$ cat src/rtl/core/wmjc_pkg.sv
`timescale 1ns / 1ps
// ----------------------------------------------------------------------------
// wmjc_pkg: shared types and constants
// Widths, the job record passed from front to back, and the back-end states.
// ----------------------------------------------------------------------------
package wmjc_pkg;

	localparam int MAX_JUMP    = 16;
	localparam int IDX_W       = (MAX_JUMP > 1) ? $clog2(MAX_JUMP) : 1;
	localparam int CNT_W       = $clog2(MAX_JUMP + 1);
	localparam int LIM_W       = 5;
	localparam int CMP_W       = (CNT_W > LIM_W) ? CNT_W : LIM_W;
	localparam int HEIGHT_W    = 16;
	localparam int COST_W      = 32;
	localparam int QUEUE_DEPTH = 2;
	localparam int QPTR_W      = (QUEUE_DEPTH > 1) ? $clog2(QUEUE_DEPTH) : 1;
	localparam int QCNT_W      = $clog2(QUEUE_DEPTH + 1);

	localparam logic [COST_W-1:0] COST_MAX       = '1;
	localparam logic [LIM_W-1:0]  JUMP_LIMIT_RST = LIM_W'(2);

	typedef struct packed {
		logic [HEIGHT_W-1:0] height;
		logic                last;
		logic                zero_cost;
		logic [CNT_W-1:0]    reach;
	} wmjc_job_t;

	typedef enum logic [1:0] {
		BK_IDLE,
		BK_SCAN,
		BK_COMMIT
	} wmjc_back_state_t;

endpackage

$ cat src/rtl/core/wmjc_front.sv
`timescale 1ns / 1ps
// ----------------------------------------------------------------------------
// wmjc_front: item intake and classification
// Holds the jump limit, counts stones in the sequence and works out how many
// candidates the back end must scan for each item.
// ----------------------------------------------------------------------------
module wmjc_front (
	input  logic                          clk,
	input  logic                          arst_n,
	input  logic                          cfg_valid,
	input  logic [wmjc_pkg::LIM_W-1:0]    cfg_data,
	input  logic                          push,
	input  logic [wmjc_pkg::HEIGHT_W-1:0] stone_height,
	input  logic                          first_stone,
	input  logic                          last_stone,
	input  logic                          q_full,
	output logic                          q_push,
	output wmjc_pkg::wmjc_job_t           q_job
);
	import wmjc_pkg::*;

	logic [LIM_W-1:0] jump_limit_q;
	logic [CNT_W-1:0] seen_q;
	logic [CMP_W-1:0] lim_ext;
	logic [CMP_W-1:0] seen_ext;
	logic [CMP_W-1:0] clamp;
	logic [CMP_W-1:0] reach;
	logic             restart;

	assign q_push   = push && !q_full;
	assign restart  = first_stone || (seen_q == '0);
	assign lim_ext  = CMP_W'(jump_limit_q);
	assign seen_ext = CMP_W'(seen_q);

	always_comb begin
		clamp = (lim_ext > CMP_W'(MAX_JUMP)) ? CMP_W'(MAX_JUMP) : lim_ext;
		reach = (clamp > seen_ext) ? seen_ext : clamp;
	end

	assign q_job.height    = stone_height;
	assign q_job.last      = last_stone;
	assign q_job.zero_cost = restart;
	assign q_job.reach     = restart ? '0 : CNT_W'(reach);

	always_ff @(posedge clk or negedge arst_n) begin
		if (!arst_n) begin
			jump_limit_q <= JUMP_LIMIT_RST;
			seen_q       <= '0;
		end else begin
			if (cfg_valid) begin
				jump_limit_q <= cfg_data;
			end
			if (q_push) begin
				// saturate the count at the window depth
				if (restart) begin
					seen_q <= CNT_W'(1);
				end else if (seen_q != CNT_W'(MAX_JUMP)) begin
					seen_q <= seen_q + CNT_W'(1);
				end
			end
		end
	end

endmodule

$ cat src/rtl/core/wmjc_queue.sv
`timescale 1ns / 1ps
// ----------------------------------------------------------------------------
// wmjc_queue: job queue between front and back
// A short first-in first-out register queue; either side may stall.
// ----------------------------------------------------------------------------
module wmjc_queue (
	input  logic                clk,
	input  logic                arst_n,
	input  logic                wr_en,
	input  wmjc_pkg::wmjc_job_t wr_job,
	input  logic                rd_en,
	output wmjc_pkg::wmjc_job_t rd_job,
	output logic                full,
	output logic                empty
);
	import wmjc_pkg::*;

	wmjc_job_t         slot_q [QUEUE_DEPTH];
	logic [QPTR_W-1:0] wr_ptr_q;
	logic [QPTR_W-1:0] rd_ptr_q;
	logic [QCNT_W-1:0] count_q;
	logic              do_wr;
	logic              do_rd;

	assign full   = (count_q == QCNT_W'(QUEUE_DEPTH));
	assign empty  = (count_q == '0);
	assign do_wr  = wr_en && !full;
	assign do_rd  = rd_en && !empty;
	assign rd_job = slot_q[rd_ptr_q];

	always_ff @(posedge clk or negedge arst_n) begin
		if (!arst_n) begin
			wr_ptr_q <= '0;
			rd_ptr_q <= '0;
			count_q  <= '0;
		end else begin
			if (do_wr) begin
				wr_ptr_q <= (wr_ptr_q == QPTR_W'(QUEUE_DEPTH - 1)) ? '0 : wr_ptr_q + QPTR_W'(1);
			end
			if (do_rd) begin
				rd_ptr_q <= (rd_ptr_q == QPTR_W'(QUEUE_DEPTH - 1)) ? '0 : rd_ptr_q + QPTR_W'(1);
			end
			if (do_wr && !do_rd) begin
				count_q <= count_q + QCNT_W'(1);
			end else if (do_rd && !do_wr) begin
				count_q <= count_q - QCNT_W'(1);
			end
		end
	end

	always_ff @(posedge clk) begin
		if (do_wr) begin
			slot_q[wr_ptr_q] <= wr_job;
		end
	end

endmodule

$ cat src/rtl/core/wmjc_back.sv
`timescale 1ns / 1ps
// ----------------------------------------------------------------------------
// wmjc_back: candidate scan and commit
// Walks back through the history window with one adder and one comparator,
// then shifts the new stone into the history and loads the result register.
// ----------------------------------------------------------------------------
module wmjc_back (
	input  logic                          clk,
	input  logic                          arst_n,
	input  logic                          q_empty,
	input  wmjc_pkg::wmjc_job_t           q_job,
	output logic                          q_pop,
	input  logic                          pop,
	output logic                          empty,
	output logic [wmjc_pkg::COST_W-1:0]   reach_cost,
	output logic                          is_answer
);
	import wmjc_pkg::*;

	wmjc_back_state_t    state_q;
	wmjc_back_state_t    state_d;

	logic [HEIGHT_W-1:0] height_hist_q [MAX_JUMP];
	logic [COST_W-1:0]   cost_hist_q   [MAX_JUMP];

	logic [HEIGHT_W-1:0] h_q;
	logic                last_q;
	logic [CNT_W-1:0]    reach_q;
	logic [IDX_W-1:0]    idx_q;
	logic [COST_W-1:0]   best_q;

	logic                out_valid_q;
	logic [COST_W-1:0]   out_cost_q;
	logic                out_last_q;

	logic [HEIGHT_W-1:0] hist_h;
	logic [HEIGHT_W-1:0] diff;
	logic [COST_W:0]     cand_wide;
	logic [COST_W-1:0]   cand;
	logic                scan_done;
	logic                commit;
	logic                out_free;

	assign empty      = !out_valid_q;
	assign reach_cost = out_cost_q;
	assign is_answer  = out_last_q;
	assign out_free   = !out_valid_q || pop;

	// one candidate per cycle: earlier cost plus height distance, saturated
	assign hist_h    = height_hist_q[idx_q];
	assign diff      = (h_q >= hist_h) ? (h_q - hist_h) : (hist_h - h_q);
	assign cand_wide = {1'b0, cost_hist_q[idx_q]} + (COST_W + 1)'(diff);
	assign cand      = cand_wide[COST_W] ? COST_MAX : cand_wide[COST_W-1:0];
	assign scan_done = (CNT_W'(idx_q) + CNT_W'(1)) == reach_q;

	always_ff @(posedge clk or negedge arst_n) begin
		if (!arst_n) begin
			state_q <= BK_IDLE;
		end else begin
			state_q <= state_d;
		end
	end

	always_comb begin
		state_d = state_q;
		q_pop   = 1'b0;
		commit  = 1'b0;
		unique case (state_q)
			BK_IDLE: begin
				if (!q_empty) begin
					q_pop = 1'b1;
					if (q_job.zero_cost || (q_job.reach == '0)) begin
						state_d = BK_COMMIT;
					end else begin
						state_d = BK_SCAN;
					end
				end
			end
			BK_SCAN: begin
				if (scan_done) begin
					state_d = BK_COMMIT;
				end
			end
			BK_COMMIT: begin
				if (out_free) begin
					commit  = 1'b1;
					state_d = BK_IDLE;
				end
			end
			default: begin
				state_d = BK_IDLE;
			end
		endcase
	end

	always_ff @(posedge clk or negedge arst_n) begin
		if (!arst_n) begin
			out_valid_q <= 1'b0;
		end else if (commit) begin
			out_valid_q <= 1'b1;
		end else if (pop) begin
			out_valid_q <= 1'b0;
		end
	end

	always_ff @(posedge clk) begin
		if (q_pop) begin
			h_q     <= q_job.height;
			last_q  <= q_job.last;
			reach_q <= q_job.reach;
			idx_q   <= '0;
			best_q  <= q_job.zero_cost ? '0 : COST_MAX;
		end
		if (state_q == BK_SCAN) begin
			idx_q <= idx_q + IDX_W'(1);
			if (cand < best_q) begin
				best_q <= cand;
			end
		end
		if (commit) begin
			// shift the window and record the new stone at the front
			for (int i = MAX_JUMP - 1; i > 0; i--) begin
				height_hist_q[i] <= height_hist_q[i-1];
				cost_hist_q[i]   <= cost_hist_q[i-1];
			end
			height_hist_q[0] <= h_q;
			cost_hist_q[0]   <= best_q;
			out_cost_q       <= best_q;
			out_last_q       <= last_q;
		end
	end

endmodule

$ cat src/rtl/core/windowed_min_jump_cost.sv
`timescale 1ns / 1ps
// ----------------------------------------------------------------------------
// windowed_min_jump_cost: least-cost jump chain over a sliding window
// Each stone's cost is the least earlier cost plus height distance over the
// allowed back distances; every stone yields one cost item.
// ----------------------------------------------------------------------------
//
//  channel   handshake                     payload
//  -------   ---------------------------   ---------------------------------
//  input     push in, full out             stone_height, first_stone,
//                                          last_stone
//  result    empty out, pop in             reach_cost, is_answer
//  config    cfg_valid in, cfg_ready out   cfg_data (jump limit)
//
//  In the back end an item is first taken from the queue; then its reach
//  candidates (at most MAX_JUMP) pass one per cycle through the shared
//  adder and comparator, and last the item is committed. An item with no
//  candidates, or the first of a sequence, goes straight to commit.
//  Reset clears the jump limit to 2, the stone count and all handshake state.
//  The front stalls only when the two-entry job queue is full; the back
//  stalls in commit while the result register holds an item not yet popped.
//
module windowed_min_jump_cost (
	input  logic                          clk,
	input  logic                          arst_n,
	input  logic                          cfg_valid,
	output logic                          cfg_ready,
	input  logic [wmjc_pkg::LIM_W-1:0]    cfg_data,
	input  logic                          push,
	output logic                          full,
	input  logic [wmjc_pkg::HEIGHT_W-1:0] stone_height,
	input  logic                          first_stone,
	input  logic                          last_stone,
	output logic                          empty,
	input  logic                          pop,
	output logic [wmjc_pkg::COST_W-1:0]   reach_cost,
	output logic                          is_answer
);
	import wmjc_pkg::*;

	wmjc_job_t front_job;
	wmjc_job_t back_job;
	logic      front_push;
	logic      back_pop;
	logic      q_full;
	logic      q_empty;

	// the user writes the limit only while idle; not enforced, so always take it
	assign cfg_ready = 1'b1;
	assign full      = q_full;

	// classify the item and count the stones of the sequence
	wmjc_front u_front (
		.clk          (clk),
		.arst_n       (arst_n),
		.cfg_valid    (cfg_valid),
		.cfg_data     (cfg_data),
		.push         (push),
		.stone_height (stone_height),
		.first_stone  (first_stone),
		.last_stone   (last_stone),
		.q_full       (q_full),
		.q_push       (front_push),
		.q_job        (front_job)
	);

	// decouple intake from the scan
	wmjc_queue u_queue (
		.clk    (clk),
		.arst_n (arst_n),
		.wr_en  (front_push),
		.wr_job (front_job),
		.rd_en  (back_pop),
		.rd_job (back_job),
		.full   (q_full),
		.empty  (q_empty)
	);

	// scan the window, commit the cost, hold it for the consumer
	wmjc_back u_back (
		.clk        (clk),
		.arst_n     (arst_n),
		.q_empty    (q_empty),
		.q_job      (back_job),
		.q_pop      (back_pop),
		.pop        (pop),
		.empty      (empty),
		.reach_cost (reach_cost),
		.is_answer  (is_answer)
	);

endmodule
$ cat config.mk
export PLATFORM = sky130hd
export DESIGN_NAME = windowed_min_jump_cost
export DESIGN_NICKNAME = d
export VERILOG_FILES = /design/src/rtl/core/wmjc_pkg.sv /design/src/rtl/core/wmjc_front.sv /design/src/rtl/core/wmjc_queue.sv /design/src/rtl/core/wmjc_back.sv /design/src/rtl/core/windowed_min_jump_cost.sv
export SDC_FILE = /design/constraint.sdc
export NUM_CORES = 1
export LEC_CHECK = 0
export ABC_AREA = 0
export BUFFER_PORTS_ARGS = -buffer_cell sky130_fd_sc_hd__buf_4
export CAP_MARGIN = 30
export CORE_AREA = 2 2 266 268
export DETAILED_ROUTE_END_ITERATION = 10
export DIE_AREA = 0 0 268 270
export GPL_TIMING_DRIVEN = 0
export PLACE_DENSITY = 0.71
export SYNTH_ARGS = -nofsm -noshare
export SYNTH_HDL_FRONTEND = slang
export SYNTH_HIERARCHICAL = 1
export SYNTH_SLANG_ARGS = --single-unit
$ cat constraint.sdc
create_clock -name clk -period 57.6 [get_ports clk]
set_input_delay 2.88 -clock clk [delete_from_list [all_inputs] [get_ports clk]]
set_output_delay 2.88 -clock clk [all_outputs]
set_load 0.01 [all_outputs]
Word level (Yosys, flattened, before mapping)
Memory sizes are Yosys's and may differ from the RTL's. A register that Yosys moved wholly into a read port is not among the register bits.
Index checks and enable logic that the tools add are counted.
{"block": "totals", "ff_bits": 108, "latchBits": 0, "mem_bits_rw": 814, "romBits": 0, "in_bits": 28, "out_inout_bits": 36, "word_cells": 96, "mem_count": 3}
{"block": "op_classes", "add_sub_neg": 10, "n_mul": 0, "div_mod_pow": 0, "order_cmp": 4, "eq_ne": 8, "shifts": 0, "mux": 34, "bitwise": 0, "n_reduce_logical": 23}
{"memory": "u_back.cost_hist_q", "depth": 16, "word_bits": 32, "rd": 16, "rd_ports_with_merged_regs": 1, "write_ports": 16, "line": "wmjc_back.sv:24", "text": "logic [COST_W-1:0] cost_hist_q [MAX_JUMP];"}
{"memory": "u_back.height_hist_q", "depth": 16, "word_bits": 16, "rd": 16, "rd_ports_with_merged_regs": 1, "write_ports": 16, "line": "wmjc_back.sv:23", "text": "logic [HEIGHT_W-1:0] height_hist_q [MAX_JUMP];"}
{"memory": "u_queue.slot_q", "depth": 2, "word_bits": 23, "rd": 1, "rd_ports_with_merged_regs": 0, "write_ports": 1, "line": "wmjc_queue.sv:18", "text": "wmjc_job_t slot_q [QUEUE_DEPTH];"}
{"op": "32-bit 2-to-1 mux", "n": 5}
{"op": "32-bit by 16-bit adder with 33-bit output", "n": 1}
{"op": "32-bit less-than comparator", "n": 1}
{"op": "16-bit subtractor", "n": 2}
{"op": "5-bit 2-to-1 mux", "n": 5}
{"op": "16-bit >= comparator", "n": 1}
{"op": "16-bit 2-to-1 mux", "n": 1}
{"op": "4-bit 2-to-1 mux", "n": 4}
{"op": "1-bit 2-to-1 mux", "n": 12}
{"op": "2-bit 2-to-1 mux", "n": 6}
{"op": "5-bit zero test", "n": 2}
{"op": "2-bit nonzero test", "n": 4}
{"op": "2-bit one-hot mux with 3 select lines", "n": 1}
{"op": "4-bit by 1-bit adder with 5-bit output, second input constant", "n": 1}
{"op": "5-bit by 1-bit adder with 5-bit output, second input constant", "n": 1}
{"op": "5-bit equality test", "n": 1}
{"op": "5-bit greater-than comparator", "n": 1}
{"op": "5-bit greater-than comparator, second input constant", "n": 1}
{"op": "1-bit logical AND", "n": 5}
{"op": "1-bit zero test", "n": 5}
{"op": "5-bit != test, second input constant", "n": 1}
{"op": "4-bit by 1-bit adder with 4-bit output, second input constant", "n": 1}
{"op": "2-bit equality test, second input constant", "n": 2}
{"op": "2-bit zero test", "n": 2}
{"op": "other kinds (9)", "n": 13}

Depth between registers and ports, before layout
Gate-level depths: netlist (run 1).
{"block": "logic_depth", "ltp_word": 8, "ltp_mapped": 40, "depth_no_buf": 32}

By module
The synthesis (run 1) kept the hierarchy.
{"mod": "wmjc_back", "instances": 1, "cells_per_inst": 1824, "area_each_um2": 35082.4, "seq_area_each_um2": 24668.7}
{"mod": "wmjc_queue", "instances": 1, "cells_per_inst": 91, "area_each_um2": 1959.4, "seq_area_each_um2": 1481.4}
{"mod": "wmjc_front", "instances": 1, "cells_per_inst": 98, "area_each_um2": 910.9, "seq_area_each_um2": 251.5}
{"mod": "windowed_min_jump_cost", "instances": 1, "cells_per_inst": 2, "area_each_um2": 11.3, "seq_area_each_um2": 0.0}

Worst setup path after synthesis (run 1)
No wires, ideal clock.
{"block": "synth_path", "path_type": "in2reg", "startpoint": "in pop", "endpoint": "mem u_back.cost_hist_q[0][0], enable pin", "setup_ns": 2.170, "t_arrival_ns": 39.700, "slack_ns": 15.731, "path_stages": 2, "path_buffers": 0, "path_cell_list": "inv_1 a21oi_1"}
{"item": "from (decl)", "line": "windowed_min_jump_cost.sv:35", "text": "input logic pop,"}
{"item": "to (decl)", "line": "wmjc_back.sv:24"}

==> results of run 1 <==
[placed cells by master, fill, tap and decap left out, drive strengths merged, types with 9 or more instances in the layout]
cell | netlist | final
nand2 | 50 | 50
mux2 | 50 | 50
dfxtp | 36 | 36
xor2 | 15 | 15
o21bai | 9 | 9
buf | 55 | 152
nor2 | 55 | 55
clkbuf | 47 | 164
dfrtp | 16 | 16
a21o | 46 | 46
nand3 | 14 | 14
nand4 | 14 | 14
mux2i | 22 | 22
edfxtp | 841 | 841
ha | 87 | 87
nor3 | 11 | 11
and2 | 10 | 10
a21oi | 61 | 61
mux4 | 224 | 224
xnor2 | 25 | 25
o21ai | 50 | 50
inv | 108 | 110
nor2b | 12 | 12
clkinv | 0 | 33
a22oi | 24 | 24
[final timing paths]
path | start | slack, ns | depth (start not counted) | end
max in group asynchronous | arst_n | 55.21 | 1 | u_front/jump_limit_q[1]
hold / removal | u_back/best_q[2] | 0.43 | 0 | u_back/cost_hist_q[0][2]
setup / recovery | flip-flop | 44.60 | 37 | u_back/best_q[24]
setup reg to reg | flip-flop | 44.60 | 37 | u_back/best_q[24]
min in group asynchronous | arst_n | 2.12 | 1 | u_front/jump_limit_q[0]
hold reg to reg | u_back/best_q[2] | 0.43 | 0 | u_back/cost_hist_q[0][2]
[sequential cells by signal, indices dropped and copies added, names as in the netlist, named ones only]
signal and flops:
u_back/best_q 32, u_back/cost_hist_q 512, u_back/h_q 16, u_back/height_hist_q 256, u_back/idx_q 4, u_back/is_answer 1
u_back/last_q 1, u_back/out_valid_q 1, u_back/reach_q 5, u_back/state_q 2, u_front/jump_limit_q 5, u_front/seen_ext 5
u_queue/count_q 2, u_queue/rd_ptr_q 1, u_queue/slot_q 46, u_queue/wr_ptr_q 1
[synthesized netlist by cell type (5+ instances only)]
master	number
mux2i_1	22
nand2_1	46
o21ai_1	7
dfxtp_1	36
a31oi_1	6
mux2_4	36
buf_4	21
xor2_1	15
mux4_1	20
o21ai_0	42
nor2_1	54
mux4_2	204
a22oi_1	24
nor3_1	10
or2_2	7
and3_1	7
nand2b_1	8
a21o_1	46
and2_1	10
buf_2	7
mux2_2	14
nor2b_1	12
o211ai_1	7
clkbuf_1	47
o21a_1	6
buf_12	7
inv_1	108
o21bai_1	9
o31ai_1	5
nand4_1	13
a21boi_0	7
ha_1	87
a211oi_1	7
dfrtp_1	16
edfxtp_1	841
a21oi_1	58
buf_1	13
nand3_1	14
xnor2_1	25
buf_6	6
[per-layer routing]
metal	GRT usage (%)	part of all wire, %
met5	0	0
met1	32.0	43
met2	35.0	48
met4	6.91	2.5
met3	3.99	6.4
[cell families after synthesis]
group                      after synthesis  share of synthesized area, %
adders and majority gates               90                          3.03
muxes                                  296                          15.9
xor gates and xnor gates                40                         0.923
AOI/OAI and AO/OA                      271                          4.91
other                                    1                       0.00988
buffers and inverters                  210                          2.76
DFF                                    894                          69.5
and+or+nand+nor                        213                          2.92
[worst reg2reg max path, delay by kind of cell (launching register included)]
| kind | cells | cell delay [ns] |
|---|---|---|
| buffers and inverters | 13 | 4.52 |
| AOI/OAI and AO/OA | 11 | 3.57 |
| DFF | 1 | 0.43 |
| muxes | 3 | 1.36 |
| adders and majority gates | 3 | 0.95 |
| and+or+nand+nor | 7 | 2.08 |
[metrics by stage]
stage / setup slack [ns] / instance area (sq um)
after floorplan: 15.73 / 38000
after global placement: 5.05 / 39500
after detailed placement: 44.74 / 40500
after CTS: 44.65 / 43300
after global routing: 44.10 / 43400
final: 44.60 / 43400
[final cells by class]
cell class              count  area (sq um)
plain buffers             102           641
clock buffers             117          2450
clock inverters            44           405
fillers                  4850         26200
inverters                 108           405
multi-input cells         911         10500
flip-flops and latches    894         26400
well taps                 940          1180
repair buffers             97          1360
==> impl_results.md, run 1 <==
* Status: finished clean
* Top cell by count, worst path: clkbuf_1
* Total Routing Usage GR at 22.2%
* Starting DRC count in detailed routing at 2075
* CP max FO at 10
* Via count at 19400
* Mean Syn Cell Area at ~19 sq um
* Final hold vios at 0
* Setup TNS at 0 ns
* HPWL Detailed at between 50000 and 60000 um
* Synth Net Count at between 2000 and 2500
* Startpoint Class: flip-flop
* Cells after Synth at around 2000
* Final WL at 78800 um
* ANT cells at 0
* Total grt overflow at 0
* Initial Util at 54.6%
* Post-CTS Setup Bufs at 0
* Rows at 97
* RSZ-0062 raised after global routing: no
* Vias in the first global route at 19900
* CTS tree: built
* Max cap viols at 0
* NumNets Final at 2322
* Min-Delay Path Class: flip-flop to flip-flop
* Setup Viol. Count Final at 0
* Post-synth EDFFs at 841
* Post-Route Utilization at 62.4%
* Routed Antenna Nets at 0
* Kind of capture point of the worst setup path: flip-flop
* Fmax at between 0.07 and 0.08 GHz
* Core area at 69500 sq um
* Area delta synth->final at 14.2%
* I/O Buffers at 45
* CP peak stage delay at approximately 0.86 ns
* Crit path buf inv count at 13
* Via-to-Cell Ratio at around 6
* Post-synth cell types at 88
* CTS Sinks at just under 900
* CP max stage cell: a2111oi_0
* Wirelength per Cell at between 20 and 25 um
* Worst endpoint data arrival time at 13.51 ns
* Crit share post-route at 22.6%
* Final Non-Filler Cells at 3213
* Initial antenna violation count at 0
* Gpl congestion at 0.860
* Clk_lat worst skew at around 0.63 ns
* First-pass GRT wire length at 121000 um
* Post-synth top area share at 66.5%
* CP delay by family, top: buffers and inverters
* Die H at 270 um
* Clock buffer depth at 3
* Actual slew at the worst max-slew pin at 0.991 ns
* Largest net degree at the start of global routing at 35
* Hold-fix buffers, CTS at 0
* Fin. max-slew vios at 0
* Clock Skews at 0.0215 ns
* Cell area after synthesis at 38000 sq um
* Period minus WS final at about 13 ns
* H-tree depth at 3
* Slew margin rel. at ~34%
* Full die area at a little over 70000 sq um
* FFs w/ async S/R, synth at 1.90%
* Synth area leaders: edfxtp_1, mux4_2, ha_1
* I/O Pins at 64
* Clk slew on worst S/H paths at 0.06 ns
* Cell type with the largest total area after synthesis: edfxtp_1
* Crit path kind: flip-flop to flip-flop
* Pre-antenna DRT Iters at 5
* CTS buffer count at 90
* Worst EP required at 58.11 ns
* Layout cells sized above 1 at 24.1%
* DRC viols at 0
* Root buffer cell: clkbuf_16
* DIE WIDTH at 268 um
* Main synth FF type: edfxtp_1
* Sequential fraction of the synthesis area at between 60 and 70%
* Yosys warns at 6
* Worst hold slack at 0.434 ns
* Post-CTS Resized at 0
* Placed Cells incl. Taps at 3051
* Yosys reg bits at a little under 900
Power of run 1 is not shown: default switching activity piles up to over one toggle a cycle in this logic, so the estimate is an artifact.
==> inputs of run 2 (changes only) <==
--- a/config.mk
+++ b/config.mk
@@ -12,7 +12,7 @@
 export DETAILED_ROUTE_END_ITERATION = 10
 export DIE_AREA = 0 0 268 270
 export GPL_TIMING_DRIVEN = 0
-export PLACE_DENSITY = 0.71
+export PLACE_DENSITY = 0.74
 export SYNTH_ARGS = -nofsm -noshare
 export SYNTH_HDL_FRONTEND = slang
 export SYNTH_HIERARCHICAL = 1
==> constraint.sdc (replaced) <==
create_clock -name clk -period 11.4 [get_ports clk]
set_input_delay 0.57 -clock clk [delete_from_list [all_inputs] [get_ports clk]]
set_output_delay 0.57 -clock clk [all_outputs]
set_load 0.01 [all_outputs]
==> impl_results.md, run 2 (synthesized netlist as in run 1, its figures left out) <==
* Vias in the first global route at 19900
* Via-to-Cell Ratio at 6.13
* CTS tree: built
* RSZ-0062 raised after global routing: no
* CP max FO at 15
* Initial antenna violation count at 0
* Max reg flops at 512
* Final hold vios at 0
* Filler cells at 4736
* DRC viols at 0
* Wirelength per Cell at 24.4 um
* Routed Antenna Nets at 0
* Die H at 270 um
* Layout cells sized above 1 at 25.0%
* I/O Pins at 64
* Status: finished clean
* Reg with most FFs: u_back/cost_hist_q
* Total grt overflow at 0
* Worst endpoint data arrival time at around 11 ns
* Largest net degree at the start of global routing at 36
* Min-Delay Path Class: input port to flip-flop
* Clk slew on worst S/H paths at 0.06 ns
* Commonest non-fill, non-tap cell in the layout: edfxtp_1
* Gpl congestion at 0.898
* Via count at 19700
* Crit share post-route at about 95%
* Reg area at 26400 sq um
* Initial Util at between 50% and 60%
* Actual slew at the worst max-slew pin at 1.02 ns
* Startpoint Class: flip-flop
* Worst EP required at around 12 ns
* HPWL Detailed at 52000 um
* CP max stage cell: mux4_2
* Crit path kind: flip-flop to flip-flop
* Clock Skews at 0.0326 ns
* Multi-input logic area at 10600 sq um
* Starting DRC count in detailed routing at 2229
* Setup Viol. Count Final at 0
* Clk_lat worst skew at 0.64 ns
* ANT cells at 0
* Slew margin rel. at 31.8%
* Clock buffer depth at 3
* Kind of capture point of the worst setup path: flip-flop
* First-pass GRT wire length at between 100000 and 150000 um
* I/O Buffers at 45
* CTS Sinks at about 900
* NumNets Final at 2322
* Fin. max-slew vios at 0
* Fmax at 0.0925 GHz
* Final WL at 78500 um
* Setup WS post-layout at 0.593 ns
* DIE WIDTH at ~270 um
* Top cell by count, worst path: buf_12
* Root buffer cell: clkbuf_16
* Area delta synth->final at 14.6%
* Top flop regs: u_back/cost_hist_q x512, u_back/height_hist_q x256, u_queue/slot_q x46
* Total Routing Usage GR at about 22%
* Full die area at 72400 sq um
* Rows at slightly below 100
* Most frequent cells in the layout: edfxtp_1, mux4_2, inv_1
* CTS buffer count at 90
* Worst slack, placed at -1.38 ns
* Core area at 69500 sq um
* Pre-antenna DRT Iters at 5
* Period minus WS final at approximately 11 ns
* Max cap viols at 0
* H-tree depth at 3
* CP peak stage delay at 0.56 ns
==> run 2: cell count changes in the layout (fill, tap and decap cells not counted), moves of 2 or more <==
cell / before / now
buf_4: 67 / 69
buf_8: 16 / 18
bufinv_16: 7 / 13
buf_16: 13 / 11
clkbuf_2: 0 / 11
clkbuf_1: 67 / 56
inv_6: 2 / 0
buf_1: 13 / 9
==> run 2: path summary, 6_finish.rpt <==
kind	start	endpoint	slack [ns]	cells past startpoint
max	flip-flop	u_back/best_q[24]	0.59	38
min	stone_height[1]	u_queue/slot_q[0][8]	0.12	1
max reg2reg	flip-flop	u_back/best_q[24]	0.59	38
min reg2reg	u_back/height_hist_q[3][2]	u_back/height_hist_q[4][2]	0.43	0
max in group asynchronous	arst_n	u_front/jump_limit_q[1]	10.80	2
min in group asynchronous	arst_n	u_queue/count_q[0]	0.33	2
==> run 2: through the flow <==
stage / instance area, sq um / instances / hold slack, ns / utilization [%] / TNS, ns
2_1_floorplan: 38000 / 2015 / 0.274 / - / -1820.96
3_5_place_dp: 40500 / 3050 / 0.425 / 58.2 / -41.30
4_1_cts: 43500 / 3212 / 0.0849 / 62.5 / 0
6_report: 43500 / 3212 / 0.116 / 62.6 / 0
5_1_grt: 43500 / 3212 / 0.0986 / 62.6 / 0
3_3_place_gp: 39500 / 3000 / 0.417 / 56.8 / -4525.87
==> run 2: layer usage <==
| metal | routed length, um | up-vias | track usage (%) |
|---|---|---|---|
| met3 | 5710 | 133 | 4.25 |
| met4 | 2420 | 0 | 7.64 |
| li1 | - | 8520 | - |
| met5 | 0 | - | 0 |
| met1 | 33600 | 10200 | 32.1 |
| met2 | 36800 | 827 | 33.9 |
==> run 2: final cells by class <==
class | count | share of cell area, %
multi-input combinational | 911 | 24.3
sequential | 894 | 60.7
timing repair buffer | 99 | 3.07
inverter | 108 | 0.932
clock buffer | 114 | 5.52
clock inverter | 46 | 1.30
tap | 940 | 2.70
buffer | 100 | 1.49
==> run 2: worst max-delay path, delay by kind of cell (launching register included) <==
family / cells / cell delay, ns
fa+ha+maj: 3 / 0.97
simple gates: 7 / 1.51
flops: 1 / 0.39
buf+inv: 12 / 2.92
xor+xnor: 1 / 0.21
compound gates: 11 / 3.04
mux: 4 / 1.59
==> run 2: timing repair <==
| item | CTS | global route |
|---|---|---|
| buffers inserted | 2 | 0 |
| hold endpoints to repair | 16 | 0 |
| pin swaps | 1 | 0 |
| hold buffers | 1 | 0 |
| endpoints found under the setup margin | 32 | 32 |
| resized for setup | 12 | 11 |
Power of run 2 is left out for the same reason.
